===== src/hw/rtl/position_ramp_power_profile_unit_defines.svh =====
// Assertion macros shared by the power profile RTL.
// Plain text header, no dependencies.
`ifndef POSITION_RAMP_POWER_PROFILE_UNIT_DEFINES_SVH
`define POSITION_RAMP_POWER_PROFILE_UNIT_DEFINES_SVH

// Same-cycle implication, checked on every rising edge out of reset.
`define PRPP_ASSERT_NOW(label, ante, cons, msg) \
    label: assert property (@(posedge clk) disable iff (!rst_n) (ante) |-> (cons)) \
        else $error(msg);

// Next-cycle implication, checked on every rising edge out of reset.
`define PRPP_ASSERT_NEXT(label, ante, cons, msg) \
    label: assert property (@(posedge clk) disable iff (!rst_n) (ante) |=> (cons)) \
        else $error(msg);

`endif


===== src/hw/rtl/prpp_pkg.sv =====
// Types and constants for the position ramp power profile unit.
// No dependencies.
package prpp_pkg;

    localparam int POS_W   = 24;
    localparam int PWR_W   = 7;
    localparam int DV_W    = 10;
    localparam int CFG_A_W = 3;
    localparam int QUO_W   = 31;   // |24-bit difference| * 100 fits in 31 bits

    // register indexes
    localparam logic [CFG_A_W-1:0] REG_START       = 3'd0;
    localparam logic [CFG_A_W-1:0] REG_STOP        = 3'd1;
    localparam logic [CFG_A_W-1:0] REG_ACCEL_END   = 3'd2;
    localparam logic [CFG_A_W-1:0] REG_DECEL_BEGIN = 3'd3;
    localparam logic [CFG_A_W-1:0] REG_ACCEL_LEN   = 3'd4;
    localparam logic [CFG_A_W-1:0] REG_DECEL_LEN   = 3'd5;
    localparam logic [CFG_A_W-1:0] REG_MAX_POWER   = 3'd6;
    localparam logic [CFG_A_W-1:0] REG_EDGE_POWERS = 3'd7;

    // direction codes
    localparam logic [1:0] DIR_STOP = 2'd0;
    localparam logic [1:0] DIR_POS  = 2'd1;
    localparam logic [1:0] DIR_NEG  = 2'd2;

    localparam logic [25:0]      POS_TOL    = 26'd4;
    localparam logic [PWR_W:0]   POWER_STEP = 8'd5;
    localparam logic [PWR_W-1:0] PWR_FULL   = 7'd100;
    localparam logic [4:0]       DIV_LAST   = 5'(QUO_W - 1);

    // drive value = power * 1023 / 100, done as power * round_up(1023 * 2^24 / 100) >> 24;
    // error stays under 0.005 for power <= 127, so the floor is exact
    localparam logic [27:0] DV_RECIP = 28'd171630920;
    localparam logic [DV_W-1:0] DV_MAX = 10'd1023;

    typedef enum logic [1:0] {
        ZN_STOP,
        ZN_ACCEL,
        ZN_DECEL,
        ZN_CRUISE
    } zone_t;

endpackage


===== src/hw/rtl/position_ramp_power_profile_unit.sv =====
// Position ramp power profile unit: direction, ramped power percent and drive value.
// Depends on prpp_pkg and position_ramp_power_profile_unit_defines.svh.

// One input word is one control tick: position and drive enable. The unit updates
// the drive direction, ramps the power percent from the distance to the start point
// (acceleration zone) or stop point (deceleration zone), and returns one result word
// per tick. A tick in a ramp zone passes the direction, zone, divider, power and scale
// states: the ramp ratio runs through a restoring divider that yields one quotient bit
// per cycle over 31 bits. Cruise and stopped ticks skip the divider. The unit takes one
// word at a time; a finished result may wait in the output register while the next word
// is accepted. The user must write configuration only while idle; the unit does not check it.
`include "position_ramp_power_profile_unit_defines.svh"

module position_ramp_power_profile_unit (
    input  logic                              clk,
    input  logic                              rst_n,
    // configuration write port
    input  logic                              cfg_we,
    input  logic [prpp_pkg::CFG_A_W-1:0]      cfg_addr,
    input  logic [prpp_pkg::POS_W-1:0]        cfg_data,
    // input words
    input  logic                              s_axis_tvalid,
    output logic                              s_axis_tready,
    input  logic [31:0]                       s_axis_tdata,  // position[23:0], drive_enable[24]
    // result words
    output logic                              m_axis_tvalid,
    input  logic                              m_axis_tready,
    // direction[1:0], power_percent[8:2], drive_value[18:9],
    // power_changed[19], restart_request[20]
    output logic [23:0]                       m_axis_tdata
);
    import prpp_pkg::*;

    typedef enum logic [5:0] {
        S_IDLE  = 6'b000001,
        S_DIR   = 6'b000010,
        S_ZONE  = 6'b000100,
        S_DIV   = 6'b001000,
        S_POWER = 6'b010000,
        S_SCALE = 6'b100000
    } state_t;

    // configuration registers
    logic [POS_W-1:0]   start_reg, stop_reg, accel_end_reg, decel_begin_reg;
    logic [POS_W-1:0]   accel_len_reg, decel_len_reg;
    logic [PWR_W-1:0]   max_power_reg;
    logic [2*PWR_W-1:0] edge_powers_reg;

    // sequencer and working registers
    state_t             state_reg, state_next;
    logic [POS_W-1:0]   pos_reg, pos_next;
    logic               en_reg, en_next;
    logic [1:0]         dir_reg, dir_next;
    logic [PWR_W-1:0]   power_reg, power_next;
    logic               restart_reg, restart_next;
    logic               changed_reg, changed_next;
    zone_t              zone_reg, zone_next;
    logic               neg_reg, neg_next;
    logic [POS_W-1:0]   div_reg, div_next;
    logic [QUO_W-1:0]   quo_reg, quo_next;
    logic [POS_W-1:0]   rem_reg, rem_next;
    logic [4:0]         cnt_reg, cnt_next;
    logic               out_valid_reg, out_valid_next;
    logic [23:0]        out_data_reg, out_data_next;

    // combinational helpers
    logic signed [POS_W:0] stop_diff;
    logic                  in_window;
    logic                  restart_pos, restart_neg;
    logic                  accel_c, decel_c;
    logic [POS_W-1:0]      minuend, subtrahend, len_sel;
    logic signed [POS_W:0] num_diff;
    logic [POS_W-1:0]      num_mag;
    logic [QUO_W-1:0]      num_x100;
    logic [POS_W+1:0]      trial;
    logic                  trial_ok;
    logic                  raw_neg, raw_big, ge_max, lt_min, hold_step;
    logic [PWR_W-1:0]      raw7, min_pwr, pwr_pick;
    logic [34:0]           dv_prod;
    logic [DV_W-1:0]       dv;
    logic                  out_free;

    assign s_axis_tready = (state_reg == S_IDLE);
    assign m_axis_tvalid = out_valid_reg;
    assign m_axis_tdata  = out_data_reg;
    assign out_free      = !out_valid_reg || m_axis_tready;

    // configuration writes
    always_ff @(posedge clk or negedge rst_n)
    begin
        if (!rst_n)
        begin
            start_reg       <= '0;
            stop_reg        <= '0;
            accel_end_reg   <= '0;
            decel_begin_reg <= '0;
            accel_len_reg   <= 24'd1;
            decel_len_reg   <= 24'd1;
            max_power_reg   <= PWR_FULL;
            edge_powers_reg <= '0;
        end
        else if (cfg_we)
        begin
            case (cfg_addr)
                REG_START:       start_reg       <= cfg_data;
                REG_STOP:        stop_reg        <= cfg_data;
                REG_ACCEL_END:   accel_end_reg   <= cfg_data;
                REG_DECEL_BEGIN: decel_begin_reg <= cfg_data;
                REG_ACCEL_LEN:   accel_len_reg   <= cfg_data;
                REG_DECEL_LEN:   decel_len_reg   <= cfg_data;
                REG_MAX_POWER:   max_power_reg   <= cfg_data[PWR_W-1:0];
                REG_EDGE_POWERS: edge_powers_reg <= cfg_data[2*PWR_W-1:0];
                default:         ;
            endcase
        end
    end

    // direction window and restart checks
    always_comb
    begin
        stop_diff   = $signed({1'b0, pos_reg}) - $signed({1'b0, stop_reg});
        in_window   = (stop_diff >= -$signed(POS_TOL[POS_W:0]))
                   && (stop_diff <= $signed(POS_TOL[POS_W:0]));
        restart_pos = ({2'b00, pos_reg} + POS_TOL) < {2'b00, start_reg};
        restart_neg = {2'b00, pos_reg} > ({2'b00, start_reg} + POS_TOL);
    end

    // zone decision and ramp numerator
    always_comb
    begin
        if (dir_reg == DIR_NEG)
        begin
            accel_c = pos_reg > accel_end_reg;
            decel_c = pos_reg <= decel_begin_reg;
        end
        else
        begin
            accel_c = pos_reg < accel_end_reg;
            decel_c = pos_reg >= decel_begin_reg;
        end

        // accel: (pos - start) * 100, decel: (stop - pos) * 100; operands swap for DIR_NEG
        if (accel_c)
        begin
            minuend    = (dir_reg == DIR_NEG) ? start_reg : pos_reg;
            subtrahend = (dir_reg == DIR_NEG) ? pos_reg : start_reg;
            len_sel    = accel_len_reg;
        end
        else
        begin
            minuend    = (dir_reg == DIR_NEG) ? pos_reg : stop_reg;
            subtrahend = (dir_reg == DIR_NEG) ? stop_reg : pos_reg;
            len_sel    = decel_len_reg;
        end

        num_diff = $signed({1'b0, minuend}) - $signed({1'b0, subtrahend});
        num_mag  = num_diff[POS_W] ? POS_W'(-num_diff) : num_diff[POS_W-1:0];
        num_x100 = ({7'd0, num_mag} << 6) + ({7'd0, num_mag} << 5) + ({7'd0, num_mag} << 2);
    end

    // divider step: one quotient bit per cycle
    always_comb
    begin
        trial    = {1'b0, rem_reg, quo_reg[QUO_W-1]} - {2'b00, div_reg};
        trial_ok = !trial[POS_W+1];
    end

    // power selection from the quotient
    always_comb
    begin
        raw_neg = neg_reg && (quo_reg != '0);
        raw_big = |quo_reg[QUO_W-1:PWR_W];
        raw7    = quo_reg[PWR_W-1:0];
        ge_max  = raw_big || (raw7 >= max_power_reg);
        min_pwr = (zone_reg == ZN_DECEL) ? edge_powers_reg[2*PWR_W-1:PWR_W]
                                         : edge_powers_reg[PWR_W-1:0];
        lt_min  = raw7 < min_pwr;
        if (zone_reg == ZN_DECEL)
            hold_step = {1'b0, power_reg} < ({1'b0, raw7} + POWER_STEP);
        else
            hold_step = ({1'b0, power_reg} + POWER_STEP) > {1'b0, raw7};

        case (zone_reg)
            ZN_STOP:   pwr_pick = '0;
            ZN_CRUISE: pwr_pick = max_power_reg;
            default:
            begin
                if (raw_neg)
                    pwr_pick = power_reg;
                else if (ge_max)
                    pwr_pick = max_power_reg;
                else if (lt_min)
                    pwr_pick = min_pwr;
                else if (hold_step)
                    pwr_pick = power_reg;
                else
                    pwr_pick = raw7;
            end
        endcase
    end

    // drive value scaling
    always_comb
    begin
        dv_prod = 35'(power_reg) * 35'(DV_RECIP);
        dv      = (dv_prod[34:24] > {1'b0, DV_MAX}) ? DV_MAX : dv_prod[33:24];
    end

    // sequencer
    always_comb
    begin
        state_next     = state_reg;
        pos_next       = pos_reg;
        en_next        = en_reg;
        dir_next       = dir_reg;
        power_next     = power_reg;
        restart_next   = restart_reg;
        changed_next   = changed_reg;
        zone_next      = zone_reg;
        neg_next       = neg_reg;
        div_next       = div_reg;
        quo_next       = quo_reg;
        rem_next       = rem_reg;
        cnt_next       = cnt_reg;
        out_valid_next = out_valid_reg && !m_axis_tready;
        out_data_next  = out_data_reg;

        case (state_reg)
            S_IDLE:
            begin
                if (s_axis_tvalid)
                begin
                    pos_next   = s_axis_tdata[POS_W-1:0];
                    en_next    = s_axis_tdata[POS_W];
                    state_next = S_DIR;
                end
            end
            S_DIR:
            begin
                restart_next = 1'b0;
                if (en_reg)
                begin
                    if (in_window)
                        dir_next = DIR_STOP;
                    else if (stop_diff[POS_W])
                    begin
                        dir_next     = DIR_POS;
                        restart_next = restart_pos;
                    end
                    else
                    begin
                        dir_next     = DIR_NEG;
                        restart_next = restart_neg;
                    end
                end
                state_next = S_ZONE;
            end
            S_ZONE:
            begin
                neg_next = num_diff[POS_W];
                quo_next = num_x100;
                rem_next = '0;
                cnt_next = '0;
                div_next = (len_sel == '0) ? POS_W'(1) : len_sel;
                if (dir_reg == DIR_STOP)
                begin
                    zone_next  = ZN_STOP;
                    state_next = S_POWER;
                end
                else if (accel_c)
                begin
                    zone_next  = ZN_ACCEL;
                    state_next = S_DIV;
                end
                else if (decel_c)
                begin
                    zone_next  = ZN_DECEL;
                    state_next = S_DIV;
                end
                else
                begin
                    zone_next  = ZN_CRUISE;
                    state_next = S_POWER;
                end
            end
            S_DIV:
            begin
                rem_next = trial_ok ? trial[POS_W-1:0]
                                    : {rem_reg[POS_W-2:0], quo_reg[QUO_W-1]};
                quo_next = {quo_reg[QUO_W-2:0], trial_ok};
                cnt_next = cnt_reg + 5'd1;
                if (cnt_reg == DIV_LAST)
                begin
                    cnt_next   = '0;
                    state_next = S_POWER;
                end
            end
            S_POWER:
            begin
                power_next   = (pwr_pick > PWR_FULL) ? PWR_FULL : pwr_pick;
                changed_next = (power_next != power_reg);
                state_next   = S_SCALE;
            end
            S_SCALE:
            begin
                if (out_free)
                begin
                    out_valid_next = 1'b1;
                    out_data_next  = {3'b000, restart_reg, changed_reg, dv, power_reg, dir_reg};
                    state_next     = S_IDLE;
                end
            end
            default: state_next = S_IDLE;
        endcase
    end

    // control state
    always_ff @(posedge clk or negedge rst_n)
    begin
        if (!rst_n)
        begin
            state_reg     <= S_IDLE;
            dir_reg       <= DIR_STOP;
            power_reg     <= '0;
            cnt_reg       <= '0;
            out_valid_reg <= 1'b0;
        end
        else
        begin
            state_reg     <= state_next;
            dir_reg       <= dir_next;
            power_reg     <= power_next;
            cnt_reg       <= cnt_next;
            out_valid_reg <= out_valid_next;
        end
    end

    // payload and working registers
    always_ff @(posedge clk)
    begin
        pos_reg      <= pos_next;
        en_reg       <= en_next;
        restart_reg  <= restart_next;
        changed_reg  <= changed_next;
        zone_reg     <= zone_next;
        neg_reg      <= neg_next;
        div_reg      <= div_next;
        quo_reg      <= quo_next;
        rem_reg      <= rem_next;
        out_data_reg <= out_data_next;
    end

    // checks
    `PRPP_ASSERT_NOW(a_power_range, out_valid_reg,
        out_data_reg[8:2] <= PWR_FULL, "power above 100")
    `PRPP_ASSERT_NOW(a_dir_code, out_valid_reg, out_data_reg[1:0] != 2'd3, "bad direction code")
    `PRPP_ASSERT_NEXT(a_div_done, (state_reg == S_DIV) && (cnt_reg == DIV_LAST),
        state_reg == S_POWER, "divider overran")
    `PRPP_ASSERT_NEXT(a_stop_zero, (state_reg == S_POWER) && (zone_reg == ZN_STOP),
        power_reg == '0, "stopped with power")
    `PRPP_ASSERT_NOW(a_rem_bound, state_reg == S_DIV,
        rem_reg < div_reg, "remainder not below divisor")

endmodule

===== config.mk =====
export PLATFORM = sky130hd
export DESIGN_NAME = position_ramp_power_profile_unit
export DESIGN_NICKNAME = d
export VERILOG_FILES = /design/src/hw/rtl/prpp_pkg.sv /design/src/hw/rtl/position_ramp_power_profile_unit.sv
export VERILOG_INCLUDE_DIRS = /design/src /design/src/hw/rtl
export SDC_FILE = /design/constraint.sdc
export NUM_CORES = 1
export LEC_CHECK = 0
export BUFFER_PORTS_ARGS = -buffer_cell sky130_fd_sc_hd__clkbuf_2
export CORE_MARGIN = 1
export CORE_UTILIZATION = 55
export CTS_BUF_LIST = sky130_fd_sc_hd__clkbuf_8
export CTS_CLUSTER_DIAMETER = 80
export DETAILED_ROUTE_END_ITERATION = 10
export PLACE_DENSITY = 0.69
export SKIP_CTS_REPAIR_TIMING = 1
export SLEW_MARGIN = 20
export SYNTH_ARGS = -nofsm -noshare
export SYNTH_HDL_FRONTEND = slang
export SYNTH_SLANG_ARGS = --single-unit

===== constraint.sdc =====
create_clock -name clk -period 10.3 [get_ports clk]
set_input_delay 2.06 -clock clk [delete_from_list [all_inputs] [get_ports clk]]
set_output_delay 2.06 -clock clk [all_outputs]
set_load 0.01 [all_outputs]

* Yosys cells after proc, flatten, opt, wreduce, memory -nomap -nowiden
Index checks and enable logic that the tools add are counted.
Storage, ports and cells: register bits after elaboration 316, latch bits 0, RAM bits 0, memory bits (read-only) 0, input bits 64, output and inout bits 26, word-level logic and storage cells 139, memories kept 0
Operators by class: add/subtract/negate cells 11, multipliers 1, div/mod/pow operators 0, $lt $le $gt $ge 14, eq/ne operators 21, shift-type cells 0, muxes and demuxes 37, bitwise operators 1, reductions and logical operators 29
Operators by type and width (number):
- 24-bit two-way mux | 9
- 31-bit case mux with 2 select lines | 1
- 24-bit by 3-bit adder with 25-bit output (second input constant) | 2
- 24-bit by 24-bit subtractor with 25-bit output | 2
- 24-bit case mux with 2 select lines | 1
- 7-bit two-way mux | 6
- 6-bit case mux with 6 select lines | 1
- 7-bit by 25-bit multiplier with 32-bit output (second input constant) | 1
- 30-bit by 29-bit adder with 31-bit output | 1
- 31-bit by 26-bit adder with 31-bit output | 1
- 31-bit nonzero test | 1
- 25-bit by 24-bit subtractor with 26-bit output | 1
- 25-bit by 3-bit >= comparator with 1-bit output (second input constant) | 1
- 24-bit by 25-bit greater-than comparator with 1-bit output | 1
- 25-bit by 4-bit less-or-equal comparator with 1-bit output (second input constant) | 1
- 25-bit by 24-bit less-than comparator with 1-bit output | 1
- 24-bit >= comparator | 1
- 24-bit greater-than comparator | 1
- 24-bit less-or-equal comparator | 1
- 24-bit logical NOT | 1
- 24-bit less-than comparator | 1
- 24-bit negator | 1
- 24-bit OR reduction | 1
- 2-bit AND reduction | 11
- other kinds (36) | 65

* Longest topological paths before layout
depth in word-level cells 11, mapped depth 47, gate-level depth less buffers 44

* Worst setup path after synthesis
OpenSTA, ideal clock, no wires.
path type reg-to-reg, start point reg pos_reg[17], end point reg quo_reg[29], data pin, setup time 169 ps, data arrival time 8301 ps, required time 10131 ps, setup slack 1830 ps, cell stages (with the launch flop) 42, buffers on the path 2, period minus slack after synthesis 8470 ps, cells stage by stage edfxtp_1 ha_1 a21o_1 a21o_1 a21o_1 a21o_1 a21oi_1 nor2b_1 o21ai_0 and3_1 a21o_1 buf_1 o22ai_1 nor2_1 ha_1 inv_1 fa_1 a211o_1 [... 6 more ...] o21ai_2 inv_2 clkbuf_1 nand2_1 xnor2_1 fa_1 ha_1 a21o_1 a21oi_1 o21ai_0 a31oi_1 o21ai_0 a21o_1 o21bai_1 nor2_1 o311a_1 o21a_1 o31ai_1
Between the ends: elaborated cells between the ends (all ways) 15, those cells by class add/sub (4); order compare (2); mux (9)
RTL lines:
- start: declaration | RTL line position_ramp_power_profile_unit.sv:51 | logic [POS_W-1:0] pos_reg, pos_next;
- start signal: assignment | RTL line position_ramp_power_profile_unit.sv:341 | pos_reg <= pos_next;
- 24-bit less-than comparator or 24-bit greater-than comparator (tied branches) | RTL line position_ramp_power_profile_unit.sv:138, position_ramp_power_profile_unit.sv:133
- 1-bit two-way mux | RTL line position_ramp_power_profile_unit.sv:131 | if (dir_reg == DIR_NEG)
- 24-bit two-way mux | RTL line position_ramp_power_profile_unit.sv:143 | if (accel_c)
- 24-bit by 24-bit subtractor with 25-bit output (*) | RTL line position_ramp_power_profile_unit.sv:156 | num_diff = $signed({1'b0, minuend}) - $signed({1'b0, subtrahend});
- net num_diff[24] | RTL line position_ramp_power_profile_unit.sv:72 | logic signed [POS_W:0] num_diff;
- 24-bit two-way mux (*) | RTL line position_ramp_power_profile_unit.sv:157 | num_mag = num_diff[POS_W] ? POS_W'(-num_diff) : num_diff[POS_W-1:0];
- 30-bit by 29-bit adder with 31-bit output | RTL line position_ramp_power_profile_unit.sv:158 | num_x100 = ({7'd0, num_mag} << 6) + ({7'd0, num_mag} << 5) + ({7'd0, num_mag} << 2);
- 31-bit by 26-bit adder with 31-bit output (*) | RTL line position_ramp_power_profile_unit.sv:158
- 31-bit case mux with 2 select lines (*) | RTL line position_ramp_power_profile_unit.sv:228 | case (state_reg)
- net quo_next[29] | RTL line position_ramp_power_profile_unit.sv:60 | logic [QUO_W-1:0] quo_reg, quo_next;
- end signal: assignment | RTL line position_ramp_power_profile_unit.sv:348 | quo_reg <= quo_next;
- end: declaration | RTL line position_ramp_power_profile_unit.sv:60
Mark *: on every way through the listed nets, which the timed path passes. The rest lies on a longest branch. A chain may end at the register's enable or synchronous reset.

* Worst setup path in the final report
start point reg pos_reg[17], end point reg quo_reg[28], data pin
Between the ends: cells in the longest elaborated chain, start to end 9, elaborated cells between the ends (all ways) 15, those cells by class add/sub (4); order compare (2); mux (9)
Ends and longest elaborated chain (RTL line):
- 24-bit less-than comparator or 24-bit greater-than comparator (tied branches) | position_ramp_power_profile_unit.sv:138, position_ramp_power_profile_unit.sv:133
- 1-bit two-way mux | position_ramp_power_profile_unit.sv:131
- 24-bit two-way mux | position_ramp_power_profile_unit.sv:143
- 24-bit by 24-bit subtractor with 25-bit output (*) | position_ramp_power_profile_unit.sv:156
- 24-bit negator | position_ramp_power_profile_unit.sv:157
- 24-bit two-way mux (*) | position_ramp_power_profile_unit.sv:157
- 30-bit by 29-bit adder with 31-bit output | position_ramp_power_profile_unit.sv:158
- 31-bit by 26-bit adder with 31-bit output (*) | position_ramp_power_profile_unit.sv:158
- 31-bit case mux with 2 select lines (*) | position_ramp_power_profile_unit.sv:228
- net quo_next[28] | position_ramp_power_profile_unit.sv:60
Marked as above.

==> metrics.txt <==
Period minus WS final 9.358 ns; worst endpoint data arrival time between 9 and 10 ns; CTS tree yes; post-synthesis sequential area ratio 33.51%; CP top delay family compound AO/OA/AOI/OAI gates; drt pass-1 iters 7; clk_lat worst skew 0.66 ns; CTS sink cnt about 320; Die X between 200 and 250 µm; H-tree depth 2; crit path kind register to register; worst path bufs/invs 6; share of cells above drive strength 1 a little over an eighth; final setup vio count 0; core area ~46000 µm²; I/O pin count 90; Synth Instances approximately 2700; Setup crit start pos_reg[17]$_DFFE_PP_; number of flip-flops in the largest register 31; Bufs on Longest Clock Path 3; via/cell ratio 5.959; All-Layer GR Usage 28.92%; Antenna Cells 0; FP Rows approximately 80; met2 WL 32270 µm; final wirelength about 68000 µm; Worst setup SP type register; Mapped Avg Cell Area 9.543 µm²; Die Ht ~220 µm; number of global-route vias before repair slightly above 20000; initial antenna violation count 0; placed insts 3327; Yosys reg bits between 300 and 400; hold slack 0.4362 ns; CTS Buf Count between 50 and 60; FMAX between 100 and 150 MHz; final hold viol count 0; DRT iter0 DRCs roughly 1200; residual DRC count 0; max layer used met4; status complete, no violations; hpwl dp about 52000 µm; worst min-delay path class register to register; fin crit share 90.85%; IO Port Bufs 79; slowest CP cell a211oi_1; Worst-Margin Slew ~1.1 ns; Final Max Tran Viols 0; Vias just over 20000; Worst Setup End Kind register; first-pass GRT wire length ~110000 µm; Yosys top cell area share ~18%; Worst slew margin roughly a quarter; Reg clk slew, reported paths around 0.060 ns; RR Startpoint pos_reg[17]$_DFFE_PP_; MaxCap Viol Count 0; area of the die between 40000 and 50000 µm²; DRT antenna net count 0; routed len/inst 19.69 µm; final core occ between 60 and 70%; Required @ worst endpoint between 10 and 15 ns; Final Skew 0.03286 ns; RSZ-0062 raised after global routing false; YS warnings 0; Post-synth EDFFs 130; Post-Layout Cell Count ~3400; hold_sp changed_reg$_DFFE_PN_; Final Wtd Congestion ~0.94; largest net degree at the start of global routing 73; synth top area cells dfrtp_1 (18%), ha_1 (15%), edfxtp_1 (15%); worst-path maximum fanout 24; gr ovfl total 0; met3 wire length approximately 2800 µm; Starting Density between 50 and 60%; area grow syn2layout 9.402%; Synth area leader dfrtp_1; Post-Syn Area between 20000 and 30000 µm²; Async S/R FF share, synth 58.86%; Final nets 3206; M1 WL between 30000 and 40000 µm; TNS Setup 0 ns; commonest cells after routing, fill and taps aside ha_1 (313), inv_1 (290), nand2_1 (204); most common cell after layout, fill and taps aside ha_1; clk root buf clkbuf_8; top_reg_cell synth dfrtp_1; Synth cell types approximately 100; slowest stage delay, CP roughly 0.50 ns
synthesized netlist by cell type, drive strengths merged, types with 30 or more instances:
cell    instances
fa             43
nand4          41
nand3          47
edfxtp        130
xnor2         104
nor2          149
xor2           48
nor4           30
clkbuf         65
a21oi         147
dfrtp         180
nor3           43
inv           269
o21a           41
ha            313
nand2         204
a21o           66
mux2i          36
o21ai         190
nor2b          32
mux2          125
stage by stage:
stage / cell area [µm²] / worst slack, ns
2_1_floorplan: 25570 / 1.830
3_3_place_gp: 26790 / 0.9850
3_5_place_dp: 26790 / 0.8383
4_1_cts: 27970 / 0.8127
5_1_grt: 27970 / 0.2256
6_report: 27970 / 0.9422
layer usage:
layer	vias to the layer above	track usage [%]
met5	-	0
met3	128	3.264
li1	9911	-
met4	0	10.28
met1	9938	38.10
met2	475	49.04
worst register-to-register path: cells and delay by family (launching register included):
kind	cells	cell delay (ns)
buffers and inverters	6	0.75
DFF	1	0.45
adders and majority gates	6	1.83
AOI/OAI and AO/OA	23	4.69
xor gates and xnor gates	1	0.27
and+or+nand+nor	7	1.17
area by class of cell:
cell class | instances | area (µm²)
sequential | 316 | 8566
fill | 3833 | 17610
clock inverter | 41 | 296.5
multi-input combinational | 2021 | 15750
clock buffer | 64 | 880.8
timing repair buffer | 121 | 719.4
tap | 600 | 750.7
inverter | 269 | 1010
logic make-up after synthesis:
logic type / Yosys count / share of synthesized area, %
AO/OA/AOI/OAI: 670 / 17.27
buffers and inverters: 344 / 5.115
AND/OR/NAND/NOR: 679 / 13.22
flip-flops: 316 / 33.51
XOR/XNOR: 152 / 5.266
adder cells (fa/ha/maj): 356 / 18.69
multiplexers: 161 / 6.916
other: 1 / 0.01467
final timing paths:
| path | to | slack [ns] | cells past startpoint |
|---|---|---|---|
| min in group asynchronous | accel_end_reg[2]$_DFFE_PN0P_ | 1.36 | 1 |
| max | quo_reg[28]$_DFFE_PP_ | 0.94 | 43 |
| min | m_axis_tdata[19]$_DFFE_PP_ | 0.44 | 0 |
| max reg2reg | quo_reg[28]$_DFFE_PP_ | 0.94 | 43 |
| max in group asynchronous | m_axis_tvalid$_DFF_PN0_ | 6.87 | 3 |
| min reg2reg | m_axis_tdata[19]$_DFFE_PP_ | 0.44 | 0 |
Power is left out: the tool's default activity adds up to more than one toggle a clock period on the data nets, which glitch-free logic cannot reach.
